--- config.mk ---
export PLATFORM = sky130hd
export DESIGN_NAME = distance_pid_move_controller_top
export DESIGN_NICKNAME = d
export VERILOG_FILES = /design/src/rtl/core/dpmc_pkg.sv /design/src/rtl/core/distance_pid_move_controller_top.sv /design/src/rtl/core/dpmc_mul.sv /design/src/rtl/core/dpmc_sqrt.sv
export VERILOG_INCLUDE_DIRS = /design/src /design/src/rtl/core
export SDC_FILE = /design/constraint.sdc
export NUM_CORES = 2
export LEC_CHECK = 0
export BUFFER_PORTS_ARGS = -buffer_cell sky130_fd_sc_hd__buf_4
export CORE_AREA = 4 4 383 385
export DETAILED_ROUTE_END_ITERATION = 12
export DIE_AREA = 0 0 387 389
export MAX_ROUTING_LAYER = met4
export PLACE_DENSITY = 0.7
export SKIP_LAST_GASP = 1
export SYNTH_ARGS = -nofsm -noshare
export SYNTH_HDL_FRONTEND = slang
export SYNTH_SLANG_ARGS = --single-unit
--- constraint.sdc ---
create_clock -name clock -period 8.93 [get_ports clock]
set_input_delay 0.893 -clock clock [delete_from_list [all_inputs] [get_ports clock]]
set_output_delay 0.893 -clock clock [all_outputs]
set_load 0.01 [all_outputs]
--- src/rtl/core/distance_pid_move_controller_top_assert.svh ---
// ----------------------------------------------------------------------------
// Distance PID move controller assertion macros
// Concurrent check macros used by the top-level RTL file of the block.
// ----------------------------------------------------------------------------
`ifndef DISTANCE_PID_MOVE_CONTROLLER_TOP_ASSERT_SVH
`define DISTANCE_PID_MOVE_CONTROLLER_TOP_ASSERT_SVH

`ifndef ASSERT_OFF

// consequent holds in the same cycle as the antecedent
`define DPMC_ASSERT_IMPLY(label, clk, rst, ante, cons) \
   label: assert property (@(posedge clk) disable iff (rst) (ante) |-> (cons)) \
      else $error("dpmc check failed");

// consequent holds in the cycle after the antecedent
`define DPMC_ASSERT_NEXT(label, clk, rst, ante, cons) \
   label: assert property (@(posedge clk) disable iff (rst) (ante) |=> (cons)) \
      else $error("dpmc check failed");

`else

`define DPMC_ASSERT_IMPLY(label, clk, rst, ante, cons)
`define DPMC_ASSERT_NEXT(label, clk, rst, ante, cons)

`endif

`endif

--- src/rtl/core/dpmc_pkg.sv ---
// ----------------------------------------------------------------------------
// Distance PID move controller package
// Shared types, register codes, reset values and square root length.
// ----------------------------------------------------------------------------
package dpmc_pkg;

   typedef logic signed [31:0] q16_type;
   typedef logic [15:0]        gain_type;
   typedef logic [30:0]        gap_type;
   typedef logic [31:0]        mag_type;
   typedef logic signed [47:0] sum_type;
   typedef logic signed [63:0] prod_type;
   typedef logic [63:0]        rad_type;
   typedef logic [2:0]         csr_index_type;

   localparam csr_index_type CSR_GAIN_P    = 3'd0;
   localparam csr_index_type CSR_GAIN_I    = 3'd1;
   localparam csr_index_type CSR_GAIN_D    = 3'd2;
   localparam csr_index_type CSR_SAFE_GAP  = 3'd3;
   localparam csr_index_type CSR_DONE_BAND = 3'd4;

   localparam gain_type GAIN_P_RESET    = 16'd128;
   localparam gain_type GAIN_I_RESET    = 16'd0;
   localparam gain_type GAIN_D_RESET    = 16'd0;
   localparam gap_type  SAFE_GAP_RESET  = 31'd32768;
   localparam gap_type  DONE_BAND_RESET = 31'd6554;

   localparam int ROOT_STEPS = 32;
   localparam int ROOT_ITER  = (ROOT_STEPS < 32) ? ROOT_STEPS : 32;
   localparam int ROOT_PAD   = 32 - ROOT_ITER;
   localparam int ROOT_CNT_W = $clog2(ROOT_ITER + 1);

endpackage

--- src/rtl/core/distance_pid_move_controller_top.sv ---
// Timing: a tick that does not drive a move goes from idle straight to the output state;
// a moving tick is paced by the serial multiplier (one multiplier
// bit per cycle, up to five products) and the square root (one root bit per cycle, 32 steps).
// A new tick is taken only in idle, after the last result is loaded; a stalled result holds the next tick.
// Reset: synchronous, active high; clears flags, integral and last error, loads register reset values.
// ----------------------------------------------------------------------------
// Distance PID move controller
// Tracks position against a distance target and issues a PID speed command.
// ----------------------------------------------------------------------------
module distance_pid_move_controller_top (
   input  logic                     clock,
   input  logic                     reset,
   input  logic                     req_valid,
   output logic                     req_ready,
   input  logic                     req_pos_valid,
   input  dpmc_pkg::q16_type        req_pos_x,
   input  dpmc_pkg::q16_type        req_pos_y,
   input  logic                     req_goal_valid,
   input  dpmc_pkg::q16_type        req_goal_dist,
   input  logic                     req_obst_valid,
   input  dpmc_pkg::q16_type        req_obst_x,
   output logic                     rsp_valid,
   input  logic                     rsp_ready,
   output logic                     rsp_speed_valid,
   output dpmc_pkg::q16_type        rsp_speed,
   output logic                     rsp_done_valid,
   output dpmc_pkg::gap_type        rsp_dist_done,
   input  logic                     csr_valid,
   output logic                     csr_ready,
   input  dpmc_pkg::csr_index_type  csr_index,
   input  dpmc_pkg::gap_type        csr_wdata
);
   import dpmc_pkg::*;

   `include "distance_pid_move_controller_top_assert.svh"

   typedef logic signed [32:0] wide_type;
   typedef logic signed [41:0] acc_type;

   localparam logic [4:0] S_IDLE      = 5'd0;
   localparam logic [4:0] S_DIFF      = 5'd1;
   localparam logic [4:0] S_ABS       = 5'd2;
   localparam logic [4:0] S_SQX_GO    = 5'd3;
   localparam logic [4:0] S_SQX_WAIT  = 5'd4;
   localparam logic [4:0] S_SQY_GO    = 5'd5;
   localparam logic [4:0] S_SQY_WAIT  = 5'd6;
   localparam logic [4:0] S_ROOT_GO   = 5'd7;
   localparam logic [4:0] S_ROOT_WAIT = 5'd8;
   localparam logic [4:0] S_ERR       = 5'd9;
   localparam logic [4:0] S_MAG       = 5'd10;
   localparam logic [4:0] S_CLAMP     = 5'd11;
   localparam logic [4:0] S_DECIDE    = 5'd12;
   localparam logic [4:0] S_SUM       = 5'd13;
   localparam logic [4:0] S_TERM_GO   = 5'd14;
   localparam logic [4:0] S_TERM_WAIT = 5'd15;
   localparam logic [4:0] S_TERM_ADD  = 5'd16;
   localparam logic [4:0] S_QUANT     = 5'd17;
   localparam logic [4:0] S_OUT       = 5'd18;

   localparam logic [1:0] TERM_P = 2'd0;
   localparam logic [1:0] TERM_I = 2'd1;
   localparam logic [1:0] TERM_D = 2'd2;

   localparam prod_type ACC_LIM   = 64'sh0000_0100_0000_0000;
   localparam prod_type ACC_LIM_N = -ACC_LIM;

   function automatic acc_type clamp_acc(input prod_type v);
      prod_type r;
      r = v;
      if (v > ACC_LIM) begin
         r = ACC_LIM;
      end else if (v < ACC_LIM_N) begin
         r = ACC_LIM_N;
      end
      return acc_type'(r);
   endfunction

   logic [4:0] state_ff, state_in;
   gain_type   gain_p_ff, gain_p_in, gain_i_ff, gain_i_in, gain_d_ff, gain_d_in;
   gap_type    safe_gap_ff, safe_gap_in, done_band_ff, done_band_in;
   q16_type    cur_x_ff, cur_x_in, cur_y_ff, cur_y_in;
   q16_type    start_x_ff, start_x_in, start_y_ff, start_y_in;
   q16_type    goal_ff, goal_in, obst_ff, obst_in;
   logic       pos_seen_ff, pos_seen_in, obst_seen_ff, obst_seen_in;
   logic       pend_ff, pend_in, move_ff, move_in;
   sum_type    err_sum_ff, err_sum_in;
   q16_type    err_last_ff, err_last_in;
   wide_type   dx_ff, dx_in, dy_ff, dy_in;
   mag_type    dx_mag_ff, dx_mag_in, dy_mag_ff, dy_mag_in;
   rad_type    sq_ff, sq_in;
   gap_type    d_ff, d_in;
   wide_type   err_ff, err_in;
   mag_type    err_mag_ff, err_mag_in, obst_mag_ff, obst_mag_in;
   q16_type    err_fin_ff, err_fin_in;
   mag_type    mag_fin_ff, mag_fin_in;
   wide_type   deriv_ff, deriv_in;
   logic [1:0] term_idx_ff, term_idx_in;
   acc_type    term_ff, term_in, acc_ff, acc_in;
   logic       res_spd_v_ff, res_spd_v_in, res_done_v_ff, res_done_v_in;
   q16_type    res_speed_ff, res_speed_in;
   logic       rsp_valid_ff, rsp_valid_in;
   logic       rsp_speed_valid_ff, rsp_speed_valid_in;
   q16_type    rsp_speed_ff, rsp_speed_in;
   logic       rsp_done_valid_ff, rsp_done_valid_in;
   gap_type    rsp_dist_done_ff, rsp_dist_done_in;

   logic       pos_now, pend_now, obst_now, start_now, move_now;
   logic       sat, clamp, near, go_on;
   wide_type   dx_neg, dy_neg, err_neg, obst_neg;
   logic [48:0] sum_wide;
   logic signed [42:0] acc_sum;
   logic signed [33:0] q;

   logic       mul_start, mul_busy;
   sum_type    mul_mcand;
   mag_type    mul_mplier;
   prod_type   mul_prod;
   logic       sqrt_start, sqrt_busy;
   rad_type    sqrt_rad;
   mag_type    sqrt_root;

   assign req_ready = (state_ff == S_IDLE);
   assign csr_ready = 1'b1;

   assign sat        = dx_mag_ff[31] | dy_mag_ff[31];
   assign mul_start  = ((state_ff == S_SQX_GO) && !sat) || (state_ff == S_SQY_GO)
                       || (state_ff == S_TERM_GO);
   assign sqrt_start = (state_ff == S_ROOT_GO);
   assign sqrt_rad   = sq_ff + rad_type'(mul_prod);

   always_comb begin
      mul_mcand  = '0;
      mul_mplier = '0;
      unique case (state_ff)
         S_SQX_GO: begin
            mul_mcand  = {17'b0, dx_mag_ff[30:0]};
            mul_mplier = {1'b0, dx_mag_ff[30:0]};
         end
         S_SQY_GO: begin
            mul_mcand  = {17'b0, dy_mag_ff[30:0]};
            mul_mplier = {1'b0, dy_mag_ff[30:0]};
         end
         S_TERM_GO: begin
            unique case (term_idx_ff)
               TERM_P: begin
                  mul_mcand  = sum_type'(err_fin_ff);
                  mul_mplier = {16'b0, gain_p_ff};
               end
               TERM_I: begin
                  mul_mcand  = err_sum_ff;
                  mul_mplier = {16'b0, gain_i_ff};
               end
               TERM_D: begin
                  mul_mcand  = sum_type'(deriv_ff);
                  mul_mplier = {16'b0, gain_d_ff};
               end
               default: begin
                  mul_mcand  = '0;
                  mul_mplier = '0;
               end
            endcase
         end
         default: begin
            mul_mcand  = '0;
            mul_mplier = '0;
         end
      endcase
   end

   dpmc_mul u_mul (
      .clock   (clock),
      .reset   (reset),
      .start   (mul_start),
      .mcand   (mul_mcand),
      .mplier  (mul_mplier),
      .busy    (mul_busy),
      .product (mul_prod)
   );

   dpmc_sqrt u_sqrt (
      .clock (clock),
      .reset (reset),
      .start (sqrt_start),
      .rad   (sqrt_rad),
      .busy  (sqrt_busy),
      .root  (sqrt_root)
   );

   always_comb begin
      state_in           = state_ff;
      gain_p_in          = gain_p_ff;
      gain_i_in          = gain_i_ff;
      gain_d_in          = gain_d_ff;
      safe_gap_in        = safe_gap_ff;
      done_band_in       = done_band_ff;
      cur_x_in           = cur_x_ff;
      cur_y_in           = cur_y_ff;
      start_x_in         = start_x_ff;
      start_y_in         = start_y_ff;
      goal_in            = goal_ff;
      obst_in            = obst_ff;
      pos_seen_in        = pos_seen_ff;
      obst_seen_in       = obst_seen_ff;
      pend_in            = pend_ff;
      move_in            = move_ff;
      err_sum_in         = err_sum_ff;
      err_last_in        = err_last_ff;
      dx_in              = dx_ff;
      dy_in              = dy_ff;
      dx_mag_in          = dx_mag_ff;
      dy_mag_in          = dy_mag_ff;
      sq_in              = sq_ff;
      d_in               = d_ff;
      err_in             = err_ff;
      err_mag_in         = err_mag_ff;
      obst_mag_in        = obst_mag_ff;
      err_fin_in         = err_fin_ff;
      mag_fin_in         = mag_fin_ff;
      deriv_in           = deriv_ff;
      term_idx_in        = term_idx_ff;
      term_in            = term_ff;
      acc_in             = acc_ff;
      res_spd_v_in       = res_spd_v_ff;
      res_done_v_in      = res_done_v_ff;
      res_speed_in       = res_speed_ff;
      rsp_valid_in       = rsp_valid_ff;
      rsp_speed_valid_in = rsp_speed_valid_ff;
      rsp_speed_in       = rsp_speed_ff;
      rsp_done_valid_in  = rsp_done_valid_ff;
      rsp_dist_done_in   = rsp_dist_done_ff;

      pos_now   = pos_seen_ff | req_pos_valid;
      pend_now  = pend_ff | req_goal_valid;
      obst_now  = obst_seen_ff | req_obst_valid;
      start_now = pend_now & pos_now & obst_now;
      move_now  = move_ff | start_now;

      dx_neg   = -dx_ff;
      dy_neg   = -dy_ff;
      err_neg  = -err_ff;
      obst_neg = -{obst_ff[31], obst_ff};
      clamp    = obst_ff[31] || (err_mag_ff > {1'b0, obst_ff[30:0]});
      near     = obst_mag_ff < {1'b0, safe_gap_ff};
      go_on    = (mag_fin_ff > {1'b0, done_band_ff}) && !near;
      sum_wide = {err_sum_ff[47], err_sum_ff} + {{17{err_fin_ff[31]}}, err_fin_ff};
      acc_sum  = {acc_ff[41], acc_ff} + {term_ff[41], term_ff};
      q        = acc_ff[41:8];

      if (rsp_ready) begin
         rsp_valid_in = 1'b0;
      end

      if (csr_valid) begin
         unique case (csr_index)
            CSR_GAIN_P:    gain_p_in    = csr_wdata[15:0];
            CSR_GAIN_I:    gain_i_in    = csr_wdata[15:0];
            CSR_GAIN_D:    gain_d_in    = csr_wdata[15:0];
            CSR_SAFE_GAP:  safe_gap_in  = csr_wdata;
            CSR_DONE_BAND: done_band_in = csr_wdata;
            default: ;
         endcase
      end

      unique case (state_ff)
         S_IDLE: begin
            if (req_valid) begin
               if (req_pos_valid) begin
                  cur_x_in = req_pos_x;
                  cur_y_in = req_pos_y;
               end
               if (req_goal_valid) begin
                  goal_in = req_goal_dist;
               end
               if (req_obst_valid) begin
                  obst_in = req_obst_x;
               end
               pos_seen_in  = pos_now;
               obst_seen_in = obst_now;
               pend_in      = pend_now & ~start_now;
               move_in      = move_now;
               if (start_now) begin
                  start_x_in = req_pos_valid ? req_pos_x : cur_x_ff;
                  start_y_in = req_pos_valid ? req_pos_y : cur_y_ff;
               end
               if (pos_now && move_now && obst_now) begin
                  state_in = S_DIFF;
               end else begin
                  res_spd_v_in  = 1'b0;
                  res_speed_in  = '0;
                  res_done_v_in = 1'b0;
                  state_in      = S_OUT;
               end
            end
         end
         S_DIFF: begin
            dx_in    = {cur_x_ff[31], cur_x_ff} - {start_x_ff[31], start_x_ff};
            dy_in    = {cur_y_ff[31], cur_y_ff} - {start_y_ff[31], start_y_ff};
            state_in = S_ABS;
         end
         S_ABS: begin
            dx_mag_in = dx_ff[32] ? dx_neg[31:0] : dx_ff[31:0];
            dy_mag_in = dy_ff[32] ? dy_neg[31:0] : dy_ff[31:0];
            state_in  = S_SQX_GO;
         end
         S_SQX_GO: begin
            if (sat) begin
               d_in     = '1;
               state_in = S_ERR;
            end else begin
               state_in = S_SQX_WAIT;
            end
         end
         S_SQX_WAIT: begin
            if (!mul_busy) begin
               sq_in    = rad_type'(mul_prod);
               state_in = S_SQY_GO;
            end
         end
         S_SQY_GO: begin
            state_in = S_SQY_WAIT;
         end
         S_SQY_WAIT: begin
            if (!mul_busy) begin
               state_in = S_ROOT_GO;
            end
         end
         S_ROOT_GO: begin
            state_in = S_ROOT_WAIT;
         end
         S_ROOT_WAIT: begin
            if (!sqrt_busy) begin
               d_in     = sqrt_root[31] ? '1 : sqrt_root[30:0];
               state_in = S_ERR;
            end
         end
         S_ERR: begin
            err_in      = {goal_ff[31], goal_ff} - {2'b00, d_ff};
            obst_mag_in = obst_ff[31] ? obst_neg[31:0] : {1'b0, obst_ff[30:0]};
            state_in    = S_MAG;
         end
         S_MAG: begin
            err_mag_in = err_ff[32] ? err_neg[31:0] : err_ff[31:0];
            state_in   = S_CLAMP;
         end
         S_CLAMP: begin
            err_fin_in = clamp ? obst_ff : err_ff[31:0];
            mag_fin_in = clamp ? obst_mag_ff : err_mag_ff;
            state_in   = S_DECIDE;
         end
         S_DECIDE: begin
            if (go_on) begin
               state_in = S_SUM;
            end else begin
               res_spd_v_in  = 1'b1;
               res_speed_in  = '0;
               res_done_v_in = 1'b1;
               move_in       = 1'b0;
               obst_seen_in  = 1'b0;
               state_in      = S_OUT;
            end
         end
         S_SUM: begin
            if (sum_wide[48] != sum_wide[47]) begin
               err_sum_in = sum_wide[48] ? {1'b1, 47'b0} : {1'b0, {47{1'b1}}};
            end else begin
               err_sum_in = sum_wide[47:0];
            end
            deriv_in    = {err_fin_ff[31], err_fin_ff} - {err_last_ff[31], err_last_ff};
            err_last_in = err_fin_ff;
            acc_in      = '0;
            term_idx_in = TERM_P;
            state_in    = S_TERM_GO;
         end
         S_TERM_GO: begin
            state_in = S_TERM_WAIT;
         end
         S_TERM_WAIT: begin
            if (!mul_busy) begin
               term_in  = clamp_acc(mul_prod);
               state_in = S_TERM_ADD;
            end
         end
         S_TERM_ADD: begin
            acc_in = clamp_acc(prod_type'(acc_sum));
            if (term_idx_ff == TERM_D) begin
               state_in = S_QUANT;
            end else begin
               term_idx_in = term_idx_ff + 1'b1;
               state_in    = S_TERM_GO;
            end
         end
         S_QUANT: begin
            if ((q[33:31] == 3'b000) || (q[33:31] == 3'b111)) begin
               res_speed_in = q[31:0];
            end else begin
               res_speed_in = q[33] ? 32'sh8000_0000 : 32'sh7FFF_FFFF;
            end
            res_spd_v_in  = 1'b1;
            res_done_v_in = 1'b0;
            state_in      = S_OUT;
         end
         S_OUT: begin
            if (!rsp_valid_ff || rsp_ready) begin
               rsp_valid_in       = 1'b1;
               rsp_speed_valid_in = res_spd_v_ff;
               rsp_speed_in       = res_speed_ff;
               rsp_done_valid_in  = res_done_v_ff;
               rsp_dist_done_in   = res_done_v_ff ? d_ff : '0;
               state_in           = S_IDLE;
            end
         end
         default: begin
            state_in = S_IDLE;
         end
      endcase
   end

   always_ff @(posedge clock) begin
      if (reset) begin
         state_ff     <= S_IDLE;
         gain_p_ff    <= GAIN_P_RESET;
         gain_i_ff    <= GAIN_I_RESET;
         gain_d_ff    <= GAIN_D_RESET;
         safe_gap_ff  <= SAFE_GAP_RESET;
         done_band_ff <= DONE_BAND_RESET;
         pos_seen_ff  <= 1'b0;
         obst_seen_ff <= 1'b0;
         pend_ff      <= 1'b0;
         move_ff      <= 1'b0;
         err_sum_ff   <= '0;
         err_last_ff  <= '0;
         rsp_valid_ff <= 1'b0;
      end else begin
         state_ff     <= state_in;
         gain_p_ff    <= gain_p_in;
         gain_i_ff    <= gain_i_in;
         gain_d_ff    <= gain_d_in;
         safe_gap_ff  <= safe_gap_in;
         done_band_ff <= done_band_in;
         pos_seen_ff  <= pos_seen_in;
         obst_seen_ff <= obst_seen_in;
         pend_ff      <= pend_in;
         move_ff      <= move_in;
         err_sum_ff   <= err_sum_in;
         err_last_ff  <= err_last_in;
         rsp_valid_ff <= rsp_valid_in;
      end
   end

   always_ff @(posedge clock) begin
      cur_x_ff           <= cur_x_in;
      cur_y_ff           <= cur_y_in;
      start_x_ff         <= start_x_in;
      start_y_ff         <= start_y_in;
      goal_ff            <= goal_in;
      obst_ff            <= obst_in;
      dx_ff              <= dx_in;
      dy_ff              <= dy_in;
      dx_mag_ff          <= dx_mag_in;
      dy_mag_ff          <= dy_mag_in;
      sq_ff              <= sq_in;
      d_ff               <= d_in;
      err_ff             <= err_in;
      err_mag_ff         <= err_mag_in;
      obst_mag_ff        <= obst_mag_in;
      err_fin_ff         <= err_fin_in;
      mag_fin_ff         <= mag_fin_in;
      deriv_ff           <= deriv_in;
      term_idx_ff        <= term_idx_in;
      term_ff            <= term_in;
      acc_ff             <= acc_in;
      res_spd_v_ff       <= res_spd_v_in;
      res_done_v_ff      <= res_done_v_in;
      res_speed_ff       <= res_speed_in;
      rsp_speed_valid_ff <= rsp_speed_valid_in;
      rsp_speed_ff       <= rsp_speed_in;
      rsp_done_valid_ff  <= rsp_done_valid_in;
      rsp_dist_done_ff   <= rsp_dist_done_in;
   end

   assign rsp_valid       = rsp_valid_ff;
   assign rsp_speed_valid = rsp_speed_valid_ff;
   assign rsp_speed       = rsp_speed_ff;
   assign rsp_done_valid  = rsp_done_valid_ff;
   assign rsp_dist_done   = rsp_dist_done_ff;

   `DPMC_ASSERT_IMPLY(a_done_stops, clock, reset, rsp_valid_ff && rsp_done_valid_ff,
      rsp_speed_valid_ff && (rsp_speed_ff == '0))
   `DPMC_ASSERT_IMPLY(a_dist_on_done, clock, reset, rsp_valid_ff && !rsp_done_valid_ff,
      rsp_dist_done_ff == '0)
   `DPMC_ASSERT_IMPLY(a_idle_units_quiet, clock, reset, state_ff == S_IDLE,
      !mul_busy && !sqrt_busy)
   `DPMC_ASSERT_NEXT(a_transfer_leaves_idle, clock, reset, req_valid && req_ready,
      state_ff != S_IDLE)
   `DPMC_ASSERT_IMPLY(a_move_has_pos, clock, reset, move_ff, pos_seen_ff)

endmodule

--- src/rtl/core/dpmc_mul.sv ---
// ----------------------------------------------------------------------------
// Serial shift-add multiplier
// Signed multiplicand times unsigned multiplier, one multiplier bit per cycle.
// ----------------------------------------------------------------------------
module dpmc_mul (
   input  logic               clock,
   input  logic               reset,
   input  logic               start,
   input  dpmc_pkg::sum_type  mcand,
   input  dpmc_pkg::mag_type  mplier,
   output logic               busy,
   output dpmc_pkg::prod_type product
);
   import dpmc_pkg::*;

   logic     busy_ff, busy_in;
   prod_type mcand_ff, mcand_in;
   mag_type  mplier_ff, mplier_in;
   prod_type prod_ff, prod_in;

   always_comb begin
      busy_in   = busy_ff;
      mcand_in  = mcand_ff;
      mplier_in = mplier_ff;
      prod_in   = prod_ff;
      priority if (start) begin
         busy_in   = 1'b1;
         mcand_in  = prod_type'(mcand);
         mplier_in = mplier;
         prod_in   = '0;
      end else if (busy_ff) begin
         if (mplier_ff == '0) begin
            busy_in = 1'b0;
         end else begin
            if (mplier_ff[0]) begin
               prod_in = prod_ff + mcand_ff;
            end
            mcand_in  = mcand_ff <<< 1;
            mplier_in = mplier_ff >> 1;
         end
      end
   end

   always_ff @(posedge clock) begin
      if (reset) begin
         busy_ff <= 1'b0;
      end else begin
         busy_ff <= busy_in;
      end
   end

   always_ff @(posedge clock) begin
      mcand_ff  <= mcand_in;
      mplier_ff <= mplier_in;
      prod_ff   <= prod_in;
   end

   assign busy    = busy_ff;
   assign product = prod_ff;

endmodule

--- src/rtl/core/dpmc_sqrt.sv ---
// ----------------------------------------------------------------------------
// Serial integer square root
// Restoring digit recurrence, two radicand bits in and one root bit out a cycle.
// ----------------------------------------------------------------------------
module dpmc_sqrt (
   input  logic              clock,
   input  logic              reset,
   input  logic              start,
   input  dpmc_pkg::rad_type rad,
   output logic              busy,
   output dpmc_pkg::mag_type root
);
   import dpmc_pkg::*;

   localparam int REM_W = 34;

   logic                  busy_ff, busy_in;
   rad_type               rad_ff, rad_in;
   logic [REM_W-1:0]      rem_ff, rem_in;
   mag_type               root_ff, root_in;
   logic [ROOT_CNT_W-1:0] cnt_ff, cnt_in;
   logic [REM_W+1:0]      rem_sh;
   logic [REM_W+1:0]      trial;

   always_comb begin
      busy_in = busy_ff;
      rad_in  = rad_ff;
      rem_in  = rem_ff;
      root_in = root_ff;
      cnt_in  = cnt_ff;
      rem_sh  = {rem_ff, rad_ff[63:62]};
      trial   = {2'b00, root_ff, 2'b01};
      priority if (start) begin
         busy_in = 1'b1;
         rad_in  = rad;
         rem_in  = '0;
         root_in = '0;
         cnt_in  = ROOT_CNT_W'(ROOT_ITER);
      end else if (busy_ff) begin
         if (cnt_ff == '0) begin
            busy_in = 1'b0;
         end else begin
            if (rem_sh >= trial) begin
               rem_in  = REM_W'(rem_sh - trial);
               root_in = {root_ff[30:0], 1'b1};
            end else begin
               rem_in  = REM_W'(rem_sh);
               root_in = {root_ff[30:0], 1'b0};
            end
            rad_in = rad_ff << 2;
            cnt_in = cnt_ff - 1'b1;
         end
      end
   end

   always_ff @(posedge clock) begin
      if (reset) begin
         busy_ff <= 1'b0;
      end else begin
         busy_ff <= busy_in;
      end
   end

   always_ff @(posedge clock) begin
      rad_ff  <= rad_in;
      rem_ff  <= rem_in;
      root_ff <= root_in;
      cnt_ff  <= cnt_in;
   end

   assign busy = busy_ff;
   assign root = root_ff << ROOT_PAD;

endmodule
==> metrics.txt <==
run status=finished, final reports clean; maximum number of pins on one net before global-route repair=107; power after layout=0.0205 W; top cells by count, synth=sky130_fd_sc_hd__edfxtp_1 (955), sky130_fd_sc_hd__nand2_1 (856), sky130_fd_sc_hd__a21oi_1 (639); sink count of the clock tree=1293; routability-driven placement congestion ratio=0.949; Worst VDD drop=0.000250 V; number of filler cells placed in the layout=12100; dominant cell by count in the synthesized netlist=sky130_fd_sc_hd__edfxtp_1; layout cells sized above 1=10.2%; Int Power=0.0136 W; detailed placer's ending HPWL=141000 µm; root buffer cell=sky130_fd_sc_hd__clkbuf_16; final count of negative-setup-slack endpoints=0; Max Fanout on Critical Path=27; drt via density=5.88; Net Count, Synth=7632; Syn-to-layout area delta=11.9%; fraction of registers with async set or reset after synthesis=0%; highest attainable clock frequency=0.205 GHz; first-pass GRT wire length=295000 µm; antenna violations before repair=2; unrepaired setup endpoints after global routing=false; Slew @ Worst Pin=1320 ps; yosys synthesis warning count=0; cells taking the most area after synthesis=sky130_fd_sc_hd__edfxtp_1 (40%), sky130_fd_sc_hd__dfxtp_1 (9.5%), sky130_fd_sc_hd__ha_1 (8.4%); total count of hold-check failures in the final report=0; cts-stage hold buffer count=0; setup TNS=0 ps; ratio of total power to cell area=257 nW/µm²; floorplan die width=387 µm; number of max-slew violations in the final report=0; sequential share of power=41.8%; total global routing overflow=0; time the worst path needs with I/O delays and setup=4880 ps; share of synthesized area occupied by flip-flops and latches=49.7%; DIE HEIGHT=389 µm; count of cell types in the netlist=107; proportion of netlist area held by the largest area contributor=40.2%; count of maximum capacitance violations=0; count of nets left with antenna violations after detail routing=0; number of flops mapped to enable cells by yosys=955; number of synthesized register bits=1293; post-route clock period utilization=54.7%; Worst Clk Skew=25.8 ps; starting density of the core=49.8%; signal arrival time at the worst endpoint=5530 ps; post-synth design cell area=71300 µm²; net switching share of the total power=33.6%; cell type with the largest total area after synthesis=sky130_fd_sc_hd__edfxtp_1; standard-cell rows=139; post-route DRC violation count=0; crit path cell chain=ha_1 -> fa_1 -> a21o_1 -> a221oi_2 -> and3_1 -> nor2_1 -> a31oi_1 -> mux2_2 -> nor4_1 -> o2111ai_1 -> nor4_1 -> nand4_1 -> nor2_2 -> o31ai_4 -> buf_4 -> and3b_1; Final nets=7782; critical-path cell with the highest stage delay=sky130_fd_sc_hd__nor4_1; post-route worst setup slack=4050 ps; utilization after layout=55.7%; num ports=238; count of buffers inserted at the top-level ports=236; worst-case headroom to the max-slew limit=11.7%; Hold Path Stages=1; PostCTS Resize Cnt=0; Req. time, crit path=9580 ps; number of detailed-route iterations in the first pass=10; Lkg Pwr=30.4 nW; via count=53800; worst min-delay path class=in -> reg; syn_area_per_cell=10.2 µm²; Routed WL=191000 µm; critical path endpoint category=flop; GR Util All Layers=25.3%; vias in the first global route=51200; number of post-CTS setup repair buffers=0; most common flop cell mapped by yosys=sky130_fd_sc_hd__edfxtp_1; detail-routed net length per standard cell=20.9 µm; switching power of the nets=0.00688 W; DRC marker count from the first detailed-route iteration=5339; Die ar.=151000 µm²; pre-CTS WS=4160 ps; finished layout cell area=79800 µm²; Clock H-tree levels=4; worst stage delay on the critical path=470 ps; logic depth of the worst register-to-register path=16; clk buf depth=3; clk_lat worst skew=780 ps; startpoint types=flop; CTS Buf Count=140; cells after synthesis=6975; crit path kind=reg -> reg; cell type with the highest occurrence count on the critical path=sky130_fd_sc_hd__nor4_1; clock-pin slew on the worst setup and hold paths=60 ps; Clk pwr share=29.5%; core area=143000 µm²; Combinational Power Share=28.7%; total cell area at the placement stage=75000 µm²; clock tree from TritonCTS=done
## flip-flops by register name, indices dropped and copies added, names as in the netlist, 33 cells and up
| register | cells |
|---|---|
| sq_ff | 64 |
| u_mul.mcand_ff | 64 |
| u_mul.product | 64 |
| u_sqrt.rad_ff | 64 |
| err_sum_ff | 48 |
| acc_ff | 42 |
| term_ff | 42 |
| u_sqrt.rem_ff | 34 |
| deriv_ff | 33 |
| dx_ff | 33 |
| dy_ff | 33 |
| err_ff | 33 |
## cells by family after synthesis
group	after synthesis	share of synthesized area (%)
AO/OA/AOI/OAI	1960	17.5
AND/OR/NAND/NOR	1979	12.8
flip-flops	1293	49.7
adder cells (fa/ha/maj)	495	8.74
multiplexers	151	2.34
XOR/XNOR	434	5.34
other	1	0.00526
buffers and inverters	662	3.54
## layer usage
layer / track usage, % / wire [µm]
met4: 8.89 / 7040
met5: - / 0
met1: 33.7 / 83100
met3: 3.44 / 12200
met2: 40.0 / 88600
## area by class of cell
| type | count | area [µm²] | share of cell area [%] |
|---|---|---|---|
| Sequential cell | 1293 | 35400 | 44.4 |
| Multi-Input combinational cell | 5020 | 33500 | 42.0 |
| Clock buffer | 179 | 3840 | 4.82 |
| Inverter | 379 | 1420 | 1.78 |
| Tap cell | 1903 | 2380 | 2.98 |
| Timing Repair Buffer | 291 | 2190 | 2.74 |
| Antenna cell | 5 | 12.5 | 0.0157 |
| Clock inverter | 81 | 963 | 1.21 |
## layout by cell type (no fill, tap or decap), types with 26 or more instances in the layout
cell type                     n
sky130_fd_sc_hd__clkbuf_16  143
sky130_fd_sc_hd__a31oi_1     39
sky130_fd_sc_hd__nand2b_1    56
sky130_fd_sc_hd__dfxtp_1    338
sky130_fd_sc_hd__nor3_1      85
sky130_fd_sc_hd__o31ai_1     56
sky130_fd_sc_hd__o21bai_1    38
sky130_fd_sc_hd__xnor2_1    333
sky130_fd_sc_hd__nand3_1     89
sky130_fd_sc_hd__nor4_1      40
sky130_fd_sc_hd__nand2_1    852
sky130_fd_sc_hd__buf_4      290
sky130_fd_sc_hd__o21a_1     138
sky130_fd_sc_hd__a211oi_1   108
sky130_fd_sc_hd__nor2b_1     98
sky130_fd_sc_hd__a21o_1     221
sky130_fd_sc_hd__edfxtp_1   955
sky130_fd_sc_hd__o21ai_0    405
sky130_fd_sc_hd__or3_1       47
sky130_fd_sc_hd__a222oi_1    48
sky130_fd_sc_hd__a221oi_1    30
sky130_fd_sc_hd__or2_2       26
sky130_fd_sc_hd__mux2i_1     26
sky130_fd_sc_hd__a21oi_1    635
sky130_fd_sc_hd__and3_1      46
sky130_fd_sc_hd__and2_1      59
sky130_fd_sc_hd__nor2_1     398
sky130_fd_sc_hd__mux2_2     125
sky130_fd_sc_hd__o211ai_1    31
sky130_fd_sc_hd__ha_1       477
sky130_fd_sc_hd__xor2_1      99
sky130_fd_sc_hd__nand4_1     74
sky130_fd_sc_hd__inv_1      377
## final timing paths
| path | start | to | slack [ps] |
|---|---|---|---|
| hold / removal | req_obst_x[21] | obst_ff[21] | 290 |
| hold reg to reg | res_speed_ff[18] | rsp_speed[18] | 420 |
| setup / recovery | term_ff[0] | acc_ff[27] | 4050 |
| setup reg to reg | term_ff[0] | acc_ff[27] | 4050 |
## through the flow
| step | cells | hold WS, ps |
|---|---|---|
| after CTS | 9146 | 229 |
| after global placement | 8886 | 406 |
| after detailed placement | 8886 | 405 |
| final | 9151 | 289 |
| after global routing | 9147 | 250 |
| after floorplan | 6975 | 400 |
## critical path, delay by kind of cell (launching register included)
family          cells  cell delay (ps)
compound gates      5             1210
fa+ha+maj           2              670
buf+inv             1              260
flops               1              380
mux                 1              360
simple gates        7             1870
## power by group through the flow
stage          combinational, W  clock, W  sequential [W]
6_report                0.00588   0.00605         0.00856
3_3_place_gp            0.00570         0         0.00866
3_5_place_dp            0.00580         0         0.00868
4_1_cts                 0.00585   0.00615         0.00856
5_1_grt                 0.00650   0.00639         0.00864
2_1_floorplan           0.00433         0         0.00829
No activity file was read; power rests on OpenSTA's default activity.
